==> config.mk <==
export PLATFORM = sky130hd
export DESIGN_NAME = bfd_scan
export DESIGN_NICKNAME = d
export VERILOG_FILES = /design/src/design/bfd_pkg.sv /design/src/design/bfd_scan.sv
export SDC_FILE = /design/constraint.sdc
export NUM_CORES = 1
export LEC_CHECK = 0
export BUFFER_PORTS_ARGS = -buffer_cell sky130_fd_sc_hd__buf_4
export CAP_MARGIN = 30
export CORE_UTILIZATION = 50
export CTS_CLUSTER_SIZE = 12
export DETAILED_ROUTE_END_ITERATION = 8
export PLACE_DENSITY = 0.68
export SLEW_MARGIN = 30
export SYNTH_ARGS = -nofsm -noshare
export SYNTH_HDL_FRONTEND = slang
export SYNTH_SLANG_ARGS = --single-unit
==> constraint.sdc <==
create_clock -name clk -period 8.75 [get_ports clk]
set_input_delay 0 -clock clk [delete_from_list [all_inputs] [get_ports clk]]
set_output_delay 0 -clock clk [all_outputs]
set_load 0.02 [all_outputs]
==> src/design/bfd_pkg.sv <==
`timescale 1ns / 1ps
`default_nettype none

package bfd_pkg;

    localparam int PIXEL_W       = 8;
    localparam int PAIR_W        = PIXEL_W + 1;
    localparam int FIELDS        = 3;
    localparam int CFG_W         = 13;
    localparam int ROW_W         = 12;
    localparam int HEIGHT_MAX    = 4096;
    localparam int SIZE_MIN      = 2;
    localparam int SIZE_RESET    = 256;
    localparam int MAX_WIDTH_DEF = 4096;
    localparam int CHANNELS_DEF  = 3;
    localparam int APB_ADDR_W    = 3;
    localparam int APB_DATA_W    = 32;

    typedef enum logic [0:0] {
        REG_WIDTH  = 1'b0,
        REG_HEIGHT = 1'b1
    } bfd_reg_t;

    typedef struct packed {
        logic [PIXEL_W-1:0] red_in;
        logic [PIXEL_W-1:0] green_in;
        logic [PIXEL_W-1:0] blue_in;
    } bfd_pixel_t;

    typedef struct packed {
        logic [PIXEL_W-1:0] red_out;
        logic [PIXEL_W-1:0] green_out;
        logic [PIXEL_W-1:0] blue_out;
        logic               last_of_image;
    } bfd_result_t;

    typedef struct packed {
        logic active;
        logic load_left;
        logic load_pair;
        logic line_wr;
        logic line_rd;
        logic last;
    } bfd_scan_t;

endpackage

`default_nettype wire

==> src/design/bfd_scan.sv <==
`timescale 1ns / 1ps
`default_nettype none

module bfd_scan
#(
    parameter int MAX_WIDTH = bfd_pkg::MAX_WIDTH_DEF,
    parameter int CW        = 12,
    parameter int AW        = 11
)
(
    input  wire logic                      clk,
    input  wire logic                      rst_n,
    input  wire logic                      restart,
    input  wire logic                      advance,
    input  wire logic [bfd_pkg::CFG_W-1:0] width_cfg,
    input  wire logic [bfd_pkg::CFG_W-1:0] height_cfg,
    output bfd_pkg::bfd_scan_t             scan,
    output logic      [AW-1:0]             slot
);

    localparam int WCW = $clog2(MAX_WIDTH + 1);
    localparam int HCW = $clog2(bfd_pkg::HEIGHT_MAX + 1);
    localparam int RW  = bfd_pkg::ROW_W;

    logic [WCW-1:0] w_eff;
    logic [HCW-1:0] h_eff;
    logic [CW-1:0]  col_last;
    logic [CW-1:0]  col_used_last;
    logic [RW-1:0]  row_last;
    logic [RW-1:0]  row_used_last;
    logic [CW-1:0]  col_reg;
    logic [CW-1:0]  col_next;
    logic [RW-1:0]  row_reg;
    logic [RW-1:0]  row_next;
    logic           col_end;
    logic           row_end;

    always_comb
    begin
        priority if (32'(width_cfg) < 32'(bfd_pkg::SIZE_MIN))
        begin
            w_eff = WCW'(bfd_pkg::SIZE_MIN);
        end
        else if (32'(width_cfg) > 32'(MAX_WIDTH))
        begin
            w_eff = WCW'(MAX_WIDTH);
        end
        else
        begin
            w_eff = WCW'(width_cfg);
        end
    end

    always_comb
    begin
        priority if (32'(height_cfg) < 32'(bfd_pkg::SIZE_MIN))
        begin
            h_eff = HCW'(bfd_pkg::SIZE_MIN);
        end
        else if (32'(height_cfg) > 32'(bfd_pkg::HEIGHT_MAX))
        begin
            h_eff = HCW'(bfd_pkg::HEIGHT_MAX);
        end
        else
        begin
            h_eff = HCW'(height_cfg);
        end
    end

    // last index, and last index of the even-sized part that is filtered
    assign col_last      = CW'(w_eff - WCW'(1));
    assign col_used_last = CW'({w_eff[WCW-1:1], 1'b0} - WCW'(1));
    assign row_last      = RW'(h_eff - HCW'(1));
    assign row_used_last = RW'({h_eff[HCW-1:1], 1'b0} - HCW'(1));

    assign col_end = (col_reg == col_last);
    assign row_end = (row_reg == row_last);

    always_comb
    begin
        col_next = col_reg + CW'(1);
        row_next = row_reg;
        if (col_end)
        begin
            col_next = '0;
            row_next = row_end ? '0 : row_reg + RW'(1);
        end
    end

    always_ff @(posedge clk or negedge rst_n)
    begin
        if (!rst_n)
        begin
            col_reg <= '0;
            row_reg <= '0;
        end
        else if (restart)
        begin
            col_reg <= '0;
            row_reg <= '0;
        end
        else if (advance)
        begin
            col_reg <= col_next;
            row_reg <= row_next;
        end
    end

    always_comb
    begin
        scan.active    = (col_reg <= col_used_last) && (row_reg <= row_used_last);
        scan.load_left = scan.active && !col_reg[0];
        scan.load_pair = scan.active && col_reg[0];
        scan.line_wr   = scan.load_pair && !row_reg[0];
        scan.line_rd   = scan.load_pair && row_reg[0];
        scan.last      = (col_reg == col_used_last) && (row_reg == row_used_last);
    end

    assign slot = AW'(col_reg >> 1);

endmodule

`default_nettype wire

==> flow_metrics.tcl <==
set metrics [dict create \
    status "finished clean" \
    tritoncts "yes" \
    synth_edf_count 0 \
    ys_ff_latch 24 \
    period_needed_ps 4260 \
    yosys.area.top_type "dfrtp_1" \
    min_path_type "primary input to flip-flop" \
    synth_commonest_cells "nor2_1 (37), clkbuf_1 (36), nand2_1 (32), o21ai_0 (32), nor2b_1 (31)" \
    drt-total-wl_mm 11.2 \
    diodes 0 \
    clkSlewWorstSetupHoldPaths_ps 90 \
    synth_cells 540 \
    p_int_uw 207 \
    chipHeight_um 91.3 \
    die_w_um 91.3 \
    die-area_um2 8330 \
    finalCritPeriodShare_pct 48.7 \
    crit_top_cell "o21ai_0" \
    coreArea_um2 7730 \
    tns_ps 0 \
    synth_seq_area_share_pct 15.1 \
    drc 0 \
    grt_max_degree 28 \
    r2r_slack_ps 5640 \
    p_per_area_nw_per_um2 77.1 \
    overflow 0 \
    htreeDepth 1 \
    path_max_fanout 20 \
    firstDrtPassIters 5 \
    nets 598 \
    cts_resized 0 \
    post_drt_wl_per_cell_um 17.5 \
    cpPeakStageDelay_ps 690 \
    finalSetupViolCount 0 \
    max-vdd-ir-drop_mv 0.106 \
    p_comb_share_pct 40.9 \
    timing.fmax_mhz 235 \
    antenna_left 0 \
    pwr-share-clk_pct 24.0 \
    yosys.cell_count.top_type "nor2_1" \
    clockRootBuffer "clkbuf_8" \
    clockBufferDepth 2 \
    crit_path_start_kind "primary input" \
    yosysWarnings 0 \
    grt_pass1_vias 3671 \
    portBuffers 46 \
    drtIter0Drc 271 \
    crit_chain "buf_4, or4_1, nor3_1, o21ai_0, ha_1, inv_1, o221a_2, o21ai_0, nor4b_1, a2111oi_0, nand3_1, a32oi_1, o31ai_2" \
    drv_cap 0 \
    netlist_area_um2 3980 \
    cp_slowest_cell "or4_1" \
    crit_end "row_reg[3]" \
    reg2reg_to "row_reg[3]" \
    synth_area_leaders "dfrtp_1 (15%), ha_1 (8.8%), nor2b_1 (4.9%)" \
    dpl.hpwl_mm 8.39 \
    synthDominantCellAreaShare_pct 15.1 \
    antenna_found_initial 0 \
    p_leak_uw 0.00171 \
    place_congestion 0.990 \
    clock_sinks 24 \
    ys_types 73 \
    finClkSkew_ps 3.07 \
    hold_viol 0 \
    syn_nets 598 \
    path_class "primary input to flip-flop" \
    via_per_inst 6.58 \
    grt_util_all_layers_pct 27.0 \
    rr_worst_depth 7 \
    via_count 4217 \
    stdcell_area_um2 4280 \
    layout_setup_ws_ps 4490 \
    endpoint_kind "flip-flop" \
    crit_arrival_ps 4420 \
    seq_power_share_pct 35.2 \
    areaGrowthSynthToFinish_pct 7.51 \
    io_pins 47 \
    synth_ff_type "dfrtp_1" \
    drv_slew 0 \
    drive_gt1_share_pct 13.7 \
    clk_latency_ps 280 \
    worstReg2RegStart "col_reg[9]" \
    tightest_slew_ps 809 \
    start_util_pct 51.6 \
    pre_cts_ws_ps 4370 \
    relSlewSlack_pct 45.6 \
    rsz0062_at_grt "false" \
    syn_avg_cell_area_um2 7.38 \
    crit_required_ps 8910 \
    numCtsBuffers 3 \
    holdWs_ps 78.6 \
    grt_pass1_wl_mm 18.3 \
    core.rowCount 32 \
    p_sw_uw 124 \
    async_flop_share_pct 100 \
    dpl-instance-area_um2 4210 \
    setup.worst_path.start "width_cfg[6]" \
    sw_frac_of_total_pct 37.4 \
]
-- layer usage --
metal | vias to the layer above | track usage, % | routed length (um)
met5 | - | 0 | 0
met4 | 0 | 7.14 | 175
met3 | 16 | 2.43 | 730
met2 | 161 | 41.2 | 4860
met1 | 2011 | 40.3 | 5430
li1 | 2029 | - | -
-- critical path, delay by kind of cell --
| family | cells | cell delay (ps) |
|---|---|---|
| buffers and inverters | 2 | 380 |
| AOI/OAI and AO/OA | 6 | 1760 |
| adders and majority gates | 1 | 500 |
| and+or+nand+nor | 4 | 1780 |
-- final cells by class --
| type | instances | area [um^2] |
|---|---|---|
| Multi-Input combinational cell | 445 | 3070 |
| Timing Repair Buffer | 48 | 363 |
| Fill cell | 766 | 3440 |
| Clock buffer | 4 | 55.1 |
| Inverter | 18 | 67.6 |
| Tap cell | 102 | 128 |
| Sequential cell | 24 | 601 |
-- timing repair --
| item | 4_1_cts | 5_1_grt |
|---|---|---|
| endpoints found under the setup margin | 0 | 0 |
| hold endpoints to repair | 24 | 0 |
| hold buffers | 1 | 0 |
| setup buffers | 0 | 0 |
-- placed cells by master, fill, tap and decap left out, drive strengths merged, types with 4 or more instances in the layout --
cell and count:
buf 47, nor2 37, o21ai 34, nand2 33, nor2b 31, ha 28
nand3 24, a21oi 24, dfrtp 24, xnor2 20, inv 17, nand2b 14
a31oi 13, a32oi 12, nand4 12, o31ai 12, nor3 11, and3 10
a21o 10, nor4 10, xor2 9, o211ai 7, or4 6, or2 6
or3 5, o22ai 5, o21a 5, nor3b 5, nand3b 5, mux2i 4
nand4b 4, clkbuf 4
-- worst min-delay path by stage --
stage	start	to	slack [ps]	cells past startpoint
floorplan	rst_n	col_reg[0]	-300	0
global placement	rst_n	row_reg[8]	-80	1
detailed placement	rst_n	row_reg[8]	-80	1
CTS	restart	col_reg[0]	70	2
global route	restart	col_reg[1]	90	2
finish	restart	col_reg[9]	80	2
-- power groups by stage --
stage / clock, uW / combinational, uW / sequential [uW]
3_3_place_gp: 0 / 129 / 118
5_1_grt: 85.5 / 148 / 116
3_5_place_dp: 0 / 132 / 118
4_1_cts: 80.6 / 132 / 116
6_report: 79.1 / 135 / 116
2_1_floorplan: 0 / 92.7 / 117
-- metrics by stage --
step,utilization (%),power (uW),instances
floorplan,-,210,540
global placement,54.5,247,636
detailed placement,54.5,250,636
CTS,55.3,329,641
global route,55.4,350,641
finish,55.4,330,641
-- kinds of logic (layout without fill, tap and decap cells) --
group	Yosys count	count (layout)	share of synthesized area [%]
muxes	7	7	1.85
buffers and inverters	71	70	8.04
AOI/OAI and AO/OA	158	158	28.5
adders and majority gates	28	28	8.79
DFF	24	24	15.1
and+or+nand+nor	223	223	31.4
xor gates and xnor gates	29	29	6.38
Power figures use the tool's default switching activity.
