## src/design/bfd_pkg.sv

```systemverilog
`timescale 1ns / 1ps
`default_nettype none

package bfd_pkg;

    localparam int PIXEL_W       = 8;
    localparam int PAIR_W        = PIXEL_W + 1;
    localparam int FIELDS        = 3;
    localparam int CFG_W         = 13;
    localparam int ROW_W         = 12;
    localparam int HEIGHT_MAX    = 4096;
    localparam int SIZE_MIN      = 2;
    localparam int SIZE_RESET    = 256;
    localparam int MAX_WIDTH_DEF = 4096;
    localparam int CHANNELS_DEF  = 3;
    localparam int APB_ADDR_W    = 3;
    localparam int APB_DATA_W    = 32;

    typedef enum logic [0:0] {
        REG_WIDTH  = 1'b0,
        REG_HEIGHT = 1'b1
    } bfd_reg_t;

    typedef struct packed {
        logic [PIXEL_W-1:0] red_in;
        logic [PIXEL_W-1:0] green_in;
        logic [PIXEL_W-1:0] blue_in;
    } bfd_pixel_t;

    typedef struct packed {
        logic [PIXEL_W-1:0] red_out;
        logic [PIXEL_W-1:0] green_out;
        logic [PIXEL_W-1:0] blue_out;
        logic               last_of_image;
    } bfd_result_t;

    typedef struct packed {
        logic active;
        logic load_left;
        logic load_pair;
        logic line_wr;
        logic line_rd;
        logic last;
    } bfd_scan_t;

endpackage

`default_nettype wire

```

## src/design/bfd_lane.sv

```systemverilog
`timescale 1ns / 1ps
`default_nettype none

module bfd_lane
(
    input  wire logic                        clk,
    input  wire logic                        rst_n,
    input  wire logic                        restart,
    input  wire logic                        load_left,
    input  wire logic                        load_pair,
    input  wire logic [bfd_pkg::PIXEL_W-1:0] pix,
    input  wire logic [bfd_pkg::PAIR_W-1:0]  above,
    output logic      [bfd_pkg::PAIR_W-1:0]  pair,
    output logic      [bfd_pkg::PIXEL_W-1:0] avg
);

    logic [bfd_pkg::PIXEL_W-1:0] left_reg;
    logic [bfd_pkg::PAIR_W-1:0]  pair_reg;
    logic [bfd_pkg::PAIR_W:0]    block_sum;

    always_ff @(posedge clk or negedge rst_n)
    begin
        if (!rst_n)
        begin
            left_reg <= '0;
        end
        else if (restart)
        begin
            left_reg <= '0;
        end
        else if (load_left)
        begin
            left_reg <= pix;
        end
    end

    // horizontal pair of the current row
    assign pair = {1'b0, left_reg} + {1'b0, pix};

    always_ff @(posedge clk)
    begin
        if (load_pair)
        begin
            pair_reg <= pair;
        end
    end

    // pair above plus pair below, truncated divide by four
    assign block_sum = {1'b0, above} + {1'b0, pair_reg};
    assign avg       = block_sum[bfd_pkg::PAIR_W:2];

endmodule

`default_nettype wire

```

## config.mk

```make
export PLATFORM = sky130hd
export DESIGN_NAME = bfd_lane
export DESIGN_NICKNAME = d
export VERILOG_FILES = /design/src/design/bfd_pkg.sv /design/src/design/bfd_lane.sv
export SDC_FILE = /design/constraint.sdc
export NUM_CORES = 1
export LEC_CHECK = 0
export ABC_CLOCK_PERIOD_IN_PS = 2700
export BUFFER_PORTS_ARGS = -buffer_cell sky130_fd_sc_hd__buf_2
export CORE_UTILIZATION = 40
export DETAILED_ROUTE_END_ITERATION = 10
export GPL_TIMING_DRIVEN = 0
export HOLD_SLACK_MARGIN = 0.03
export PLACE_DENSITY_LB_ADDON = 0.15
export SLEW_MARGIN = 20
export SYNTH_ARGS = -nofsm -noshare
export SYNTH_HDL_FRONTEND = slang
export SYNTH_SLANG_ARGS = --single-unit
```

## constraint.sdc

```tcl
create_clock -name clk -period 2.7 [get_ports clk]
set_input_delay 0.27 -clock clk [delete_from_list [all_inputs] [get_ports clk]]
set_output_delay 0.27 -clock clk [all_outputs]
set_load 0.01 [all_outputs]
```

==> results of run 1 <==
## critical path, delay by kind of cell, from the launching register on
family	cells	cell delay, ns
AO/OA/AOI/OAI	3	0.59
XOR/XNOR	1	0.18
adder cells (fa/ha/maj)	2	0.62
buffers and inverters	1	0.16
flip-flops	1	0.39
## area by class of cell
type / instances / area share [%]
clock buffer: 4 / 1.78
multi-input combinational: 93 / 48.8
buffer: 2 / 0.592
inverter: 6 / 1.52
timing repair buffer: 37 / 12.9
tap: 31 / 2.62
sequential: 17 / 31.8
## layer usage
metal | part of all wire, % | vias up | GRT usage (%)
li1 | - | 517 | -
met2 | 52 | 28 | 29.1
met4 | 1.7 | 0 | 6.97
met1 | 42 | 458 | 18.1
met3 | 4.2 | 5 | 1.59
met5 | 0 | - | 0
## logic make-up (layout without fill, tap and decap cells)
family,Yosys count,count (layout)
AND/OR/NAND/NOR,33,33
multiplexers,8,8
XOR/XNOR,11,11
adder cells (fa/ha/maj),17,17
flip-flops,17,17
AO/OA/AOI/OAI,24,24
buffers and inverters,8,49
## how the worst min path moves through the flow
stage / to / slack (ns) / depth (start not counted)
6_report: left_reg[5] / 0.25 / 3
5_1_grt: left_reg[6] / 0.26 / 3
4_1_cts: left_reg[5] / 0.25 / 3
3_5_place_dp: left_reg[6] / 0.12 / 1
3_3_place_gp: left_reg[6] / 0.12 / 1
2_1_floorplan: left_reg[0] / -0.03 / 0
## power by group
part	switching, mW	internal, mW	leakage [nW]
Sequential	0.00920	0.301	0.195
Clock	0.0758	0.0574	0.0150
Combinational	0.171	0.140	0.517
## cells in the mapped netlist
| cell | n | share of area [%] |
|---|---|---|
| mux2i_1 | 8 | 6.5 |
| buf_1 | 1 | 0.31 |
| a41oi_1 | 1 | 0.72 |
| o21bai_1 | 2 | 1.2 |
| nand3b_1 | 1 | 0.61 |
| nor2_1 | 11 | 3.4 |
| dfrtp_1 | 8 | 16 |
| o21ai_0 | 1 | 0.41 |
| or3_1 | 2 | 1.0 |
| nand2_1 | 4 | 1.2 |
| nor2b_1 | 1 | 0.51 |
| a221oi_2 | 1 | 1.2 |
| or2_2 | 1 | 0.51 |
| fa_1 | 1 | 1.6 |
| xor2_1 | 5 | 3.6 |
| ha_1 | 16 | 16 |
| buf_2 | 1 | 0.41 |
| a31oi_1 | 1 | 0.51 |
| o211ai_1 | 4 | 2.5 |
| a221oi_1 | 1 | 0.72 |
| edfxtp_1 | 9 | 22 |
| nor3_1 | 4 | 1.6 |
| o21ai_1 | 1 | 0.41 |
| a21oi_1 | 7 | 2.9 |
| nand3_1 | 6 | 2.5 |
| nand4_1 | 1 | 0.51 |
| o21a_1 | 1 | 0.61 |
| a211oi_1 | 1 | 0.61 |
| xnor2_1 | 6 | 4.3 |
| a21o_1 | 2 | 1.2 |
| a21oi_2 | 1 | 0.72 |
| and3_1 | 2 | 1.0 |
| inv_1 | 6 | 1.8 |
## timing repair
item | in CTS | in global routing
hold buffers | 1 | 0
resized for setup | 0 | 0
hold endpoints to repair | 8 | 0
setup buffers | 0 | 0
## stage by stage
stage | hold slack [ns] | worst slack [ns] | utilization (%)
3_5_place_dp | 0.121 | 0.472 | 51.0
5_1_grt | 0.259 | 0.0375 | 52.3
2_1_floorplan | -0.0256 | 0.678 | -
4_1_cts | 0.247 | 0.172 | 52.3
3_3_place_gp | 0.117 | 0.467 | 51.0
6_report | 0.248 | 0.197 | 52.3
==> reports/qor.csv, run 1 <==
metric,value,unit
status,"complete, but fails checks",
failing checks,design-rule violations,
RSZ-0062 raised after global routing,no,
Clock Latency Late Sink,0.29,ns
P per Cell Area,511,nW/um^2
multi-input logic area,722,um^2
CP max-delay cell,fa_1,
leak pwr,0.727,nW
Root Buffer,clkbuf_4,
CP Data Required Time,2.43,ns
VDD IR max,270,uV
total track usage,15.7,%
CTS tree,built,
Initial Util,43.3,%
largest family of logic cells by synthesized area,adder cells,
First-pass DRT Iterations,7,
Syn Inst Count,118,
initial antenna violation count,0,
die area,3280,um^2
max_slew headroom,68.0,%
worst clock skew,0.000957,ns
Syn. warnings,0,
IO Count,39,
highest-count cells in the layout ignoring fill and taps,"buf_2 (37), ha_1 (16), nor2_1 (11), edfxtp_1 (9)",
TritonCTS Buffers,3,
Worst Setup EP,pair[6],
CP Class,flop to output pin,
Critical Path Start,left_reg[0],
crit path cell chain,ha_1 > fa_1 > a21o_1 > a21oi_1 > o211ai_1 > xor2_1 > buf_2,
Post-DRT Antenna Nets,0,
Post-Synth XOR/XNOR Area,7.87,%
DP Area,1440,um^2
Final nets,199,
TNS Setup,0,ns
area grow syn2layout,20.9,%
multiplexer share of the synthesized area,6.54,%
# rows,19,
TritonCTS sink count,17,
Max Cap Violations,0,
RePlAce Congestion,0.823,
Post-Syn Nets,157,
DR iter-0 viols,39,
"Design Area, Final",1480,um^2
Post-Synth Adder-Cell Area,18.0,%
# placed instances,185,
diode count,0,
worst hold path class,input pin to flop,
Worst setup SP type,flop,
layout cells sized above 1,27.0,%
Fin. Hold Viols,0,
clk slew on worst S/H paths,0.09,ns
worst reg-to-reg path cell count,6,
Reg area,470,um^2
drt wl/cell,12.2,um
"most common cell after layout, fill and taps aside",buf_2,
CP max stage delay,0.41,ns
placed wire-length estimate,1.99,mm
Hold Startpoint,pix[5],
grt total ovfl,0,
die width,57.3,um
Crit Path Max Fanout,3,
# DRC,6,
first-pass GRT wire length,4.11,mm
CORE AREA,2830,um^2
worst slew pin tran,0.479,ns
Max Root-Sink Buffers,2,
mapped cell area,1220,um^2
CP Capture Type,output pin,
sequential share of the synthesized area,38.4,%
# port buffers,36,
Compound-Gate Fraction of Synth Area,13.7,%
CTS H-tree depth,1,
"Slew Viols, Final",0,
Overall Power,0.755,mW
R2R setup slack,0.68,ns
Post-Syn Area per Cell,10.4,um^2
Final min period,2.50,ns
RR Startpoint,left_reg[0],
post-DR vias/cell,5.31,
fillers,275,
Detailed Route WL,2.31,mm
crit share post-route,92.7,%
largest net degree at the start of global routing,10,
Final setup viols,0,
Critical R2R Capture,pair_reg[6],
final cell count without fillers,190,
post-synthesis register bit count,17,
Fmax,400,MHz
crit path DAT,2.23,ns
flip-flop count of the largest register after layout,9,
Synth cell types,33,
vias,1008,
Simple-Gate Fraction of Synth Area,12.9,%
Chip Height,57.3,um
vias in the first global route,1032,
No activity file was read; power rests on OpenSTA's default activity.
==> run 2, diff against run 1 <==
--- a/config.mk
+++ b/config.mk
@@ -7,7 +7,7 @@
 export LEC_CHECK = 0
 export ABC_CLOCK_PERIOD_IN_PS = 2700
 export BUFFER_PORTS_ARGS = -buffer_cell sky130_fd_sc_hd__buf_2
-export CORE_UTILIZATION = 40
+export CORE_UTILIZATION = 45
 export DETAILED_ROUTE_END_ITERATION = 10
 export GPL_TIMING_DRIVEN = 0
 export HOLD_SLACK_MARGIN = 0.03
==> reports/qor.csv, run 2 (synthesis gave the netlist of run 1 again) <==
metric,value,unit,change
Hold Startpoint,pix[4],,
internal power,0.499,mW,about the same
# rows,18,,-1
initial antenna violation count,0,,unchanged
TritonCTS sink count,17,,unchanged
"Slew Viols, Final",0,,unchanged
Fmax,400,MHz,+0.24%
largest net degree at the start of global routing,10,,unchanged
R2R setup slack,0.71,ns,+0.03 ns
CP Data Required Time,2.43,ns,about the same
CTS tree,built,,
Initial Util,48.5,%,+5.3 points
crit path DAT,2.23,ns,about the same
max_slew headroom,70.2,%,+2.1 points
Critical R2R Capture,pair_reg[6],,
diode count,0,,unchanged
leak pwr,0.727,nW,about the same
area grow syn2layout,21.1,%,
RSZ-0062 raised after global routing,no,,
worst clock skew,0.00117,ns,+0.000214 ns
VDD IR max,304,uV,+13%
drt wl/cell,11.8,um,-2.8%
Min Hold Slack,0.252,ns,+0.00356 ns
post-DR vias/cell,5.37,,+1.2%
DR iter-0 viols,13,,-67%
worst hold path class,input pin to flop,,
highest-count cells in the layout ignoring fill and taps,"buf_2 (37), ha_1 (16), nor2_1 (11), edfxtp_1 (9)",,
# DRC,0,,-6
status,"complete, no violations",,
vias,1015,,+0.69%
Worst setup SP type,flop,,
worst hold stages,3,,unchanged
worst reg-to-reg path cell count,6,,unchanged
CP max-delay cell,fa_1,,
Post-DRT Antenna Nets,0,,unchanged
die area,2930,um^2,-11%
CP Capture Type,output pin,,
worst slew pin tran,0.447,ns,-0.0322 ns
Reg area,470,um^2,unchanged
RePlAce Congestion,0.729,,-11%
Final min period,2.50,ns,-0.00590 ns
placed wire-length estimate,1.89,mm,-4.8%
clk slew on worst S/H paths,0.09,ns,about the same
Switching Fraction,33.9,%,-0.067 points
Chip Height,54.1,um,-5.5%
grt total ovfl,0,,unchanged
TritonCTS Buffers,3,,unchanged
Final nets,199,,unchanged
sink of the worst hold path,left_reg[4],,
cell family with the largest share of critical-path delay,adder cells,,
first-pass GRT wire length,3.79,mm,-7.7%
die width,54.1,um,-5.5%
Gate power share,41.5,%,+0.3 points
clock share of power,17.4,%,-0.2 points
Root Buffer,clkbuf_4,,
crit share post-route,92.5,%,-0.22 points
RR Startpoint,left_reg[0],,
layout cells sized above 1,27.7,%,+0.63 points
multi-input logic area,726,um^2,+0.52%
Final setup viols,0,,unchanged
Clock Latency Late Sink,0.28,ns,about the same
vias in the first global route,925,,-10%
Crit Path Max Fanout,3,,unchanged
fillers,223,,-19%
"most common cell after layout, fill and taps aside",buf_2,,
CP max stage delay,0.41,ns,about the same
total track usage,18.0,%,+2.3 points
Fin. Hold Viols,0,,unchanged
Sw Pwr,0.256,mW,-0.24%
Final WS setup,0.203,ns,+0.00590 ns
CP Class,flop to output pin,,
flip-flop count of the largest register after layout,9,,unchanged
CP Buf/Inv Count,1,,unchanged
Max Cap Violations,0,,unchanged
First-pass DRT Iterations,4,,-3
crit path cell chain,ha_1 > fa_1 > a21o_1 > a21oi_2 > o211ai_1 > xor2_1 > buf_2,,
P per Cell Area,510,nW/um^2,-0.21%
Detailed Route WL,2.24,mm,-3.3%
fraction of power consumed by sequential logic,41.1,%,about the same
TNS Setup,0,ns,unchanged
CTS H-tree depth,1,,unchanged
CORE AREA,2520,um^2,-11%
Max Root-Sink Buffers,2,,unchanged
IO Count,39,,unchanged
pre-CTS setup slack,0.408,ns,-0.0644 ns
# port buffers,36,,unchanged
-- run 2: cell counts in the layout (fill, tap and decap cells not counted) --
Identical to the previous run, type by type.
-- run 2: repair_timing --
item,in CTS,in global routing
gates resized for setup,0,1
setup buffers,0,0
endpoints found under the hold margin,8,0
hold buffers,1,0
endpoints found under the setup margin,0,1
-- run 2: area by class of cell --
class,count,area share (%)
well taps,30,2.53
repair buffers,37,12.8
multi-input cells,93,49.0
plain buffers,2,0.591
inverters,6,1.52
clock buffers,4,1.77
flip-flops and latches,17,31.8
-- run 2: power by group through the flow --
stage               registers (mW)  logic (mW)  clock network [mW]
detailed placement           0.316       0.311                   0
floorplan                    0.314       0.207                   0
global route                 0.313       0.353               0.150
CTS                          0.310       0.313               0.136
finish                       0.310       0.313               0.132
global placement             0.315       0.299                   0
-- run 2: worst max path at each step --
stage                   end  depth (start not counted)         from
global placement    pair[6]                          8       pix[0]
CTS                 pair[6]                          7  left_reg[0]
finish              pair[6]                          7  left_reg[0]
floorplan           pair[6]                          6  left_reg[0]
global route        pair[6]                          7  left_reg[0]
detailed placement  pair[6]                          8       pix[0]
-- run 2: stage by stage --
| stage | power (mW) | util, % | cells | area (um^2) |
|---|---|---|---|---|
| detailed placement | 0.627 | 57.1 | 184 | 1440 |
| CTS | 0.759 | 58.6 | 189 | 1480 |
| floorplan | 0.521 | - | 118 | 1220 |
| finish | 0.755 | 58.7 | 189 | 1480 |
| global route | 0.815 | 58.7 | 189 | 1480 |
| global placement | 0.615 | 57.1 | 184 | 1440 |
-- run 2: tightest hold or removal path, cell delays in order --
cell     delay [ns]
buf_2          0.09
mux2i_1        0.06
nor2_1         0.08
-- run 2: layer usage --
metal	up-vias	track usage, %	part of all wire (%)
met2	25	33.1	54
met3	2	1.69	3.6
met5	-	0	0
met1	467	20.7	42
li1	521	-	-
met4	0	7.69	0.85
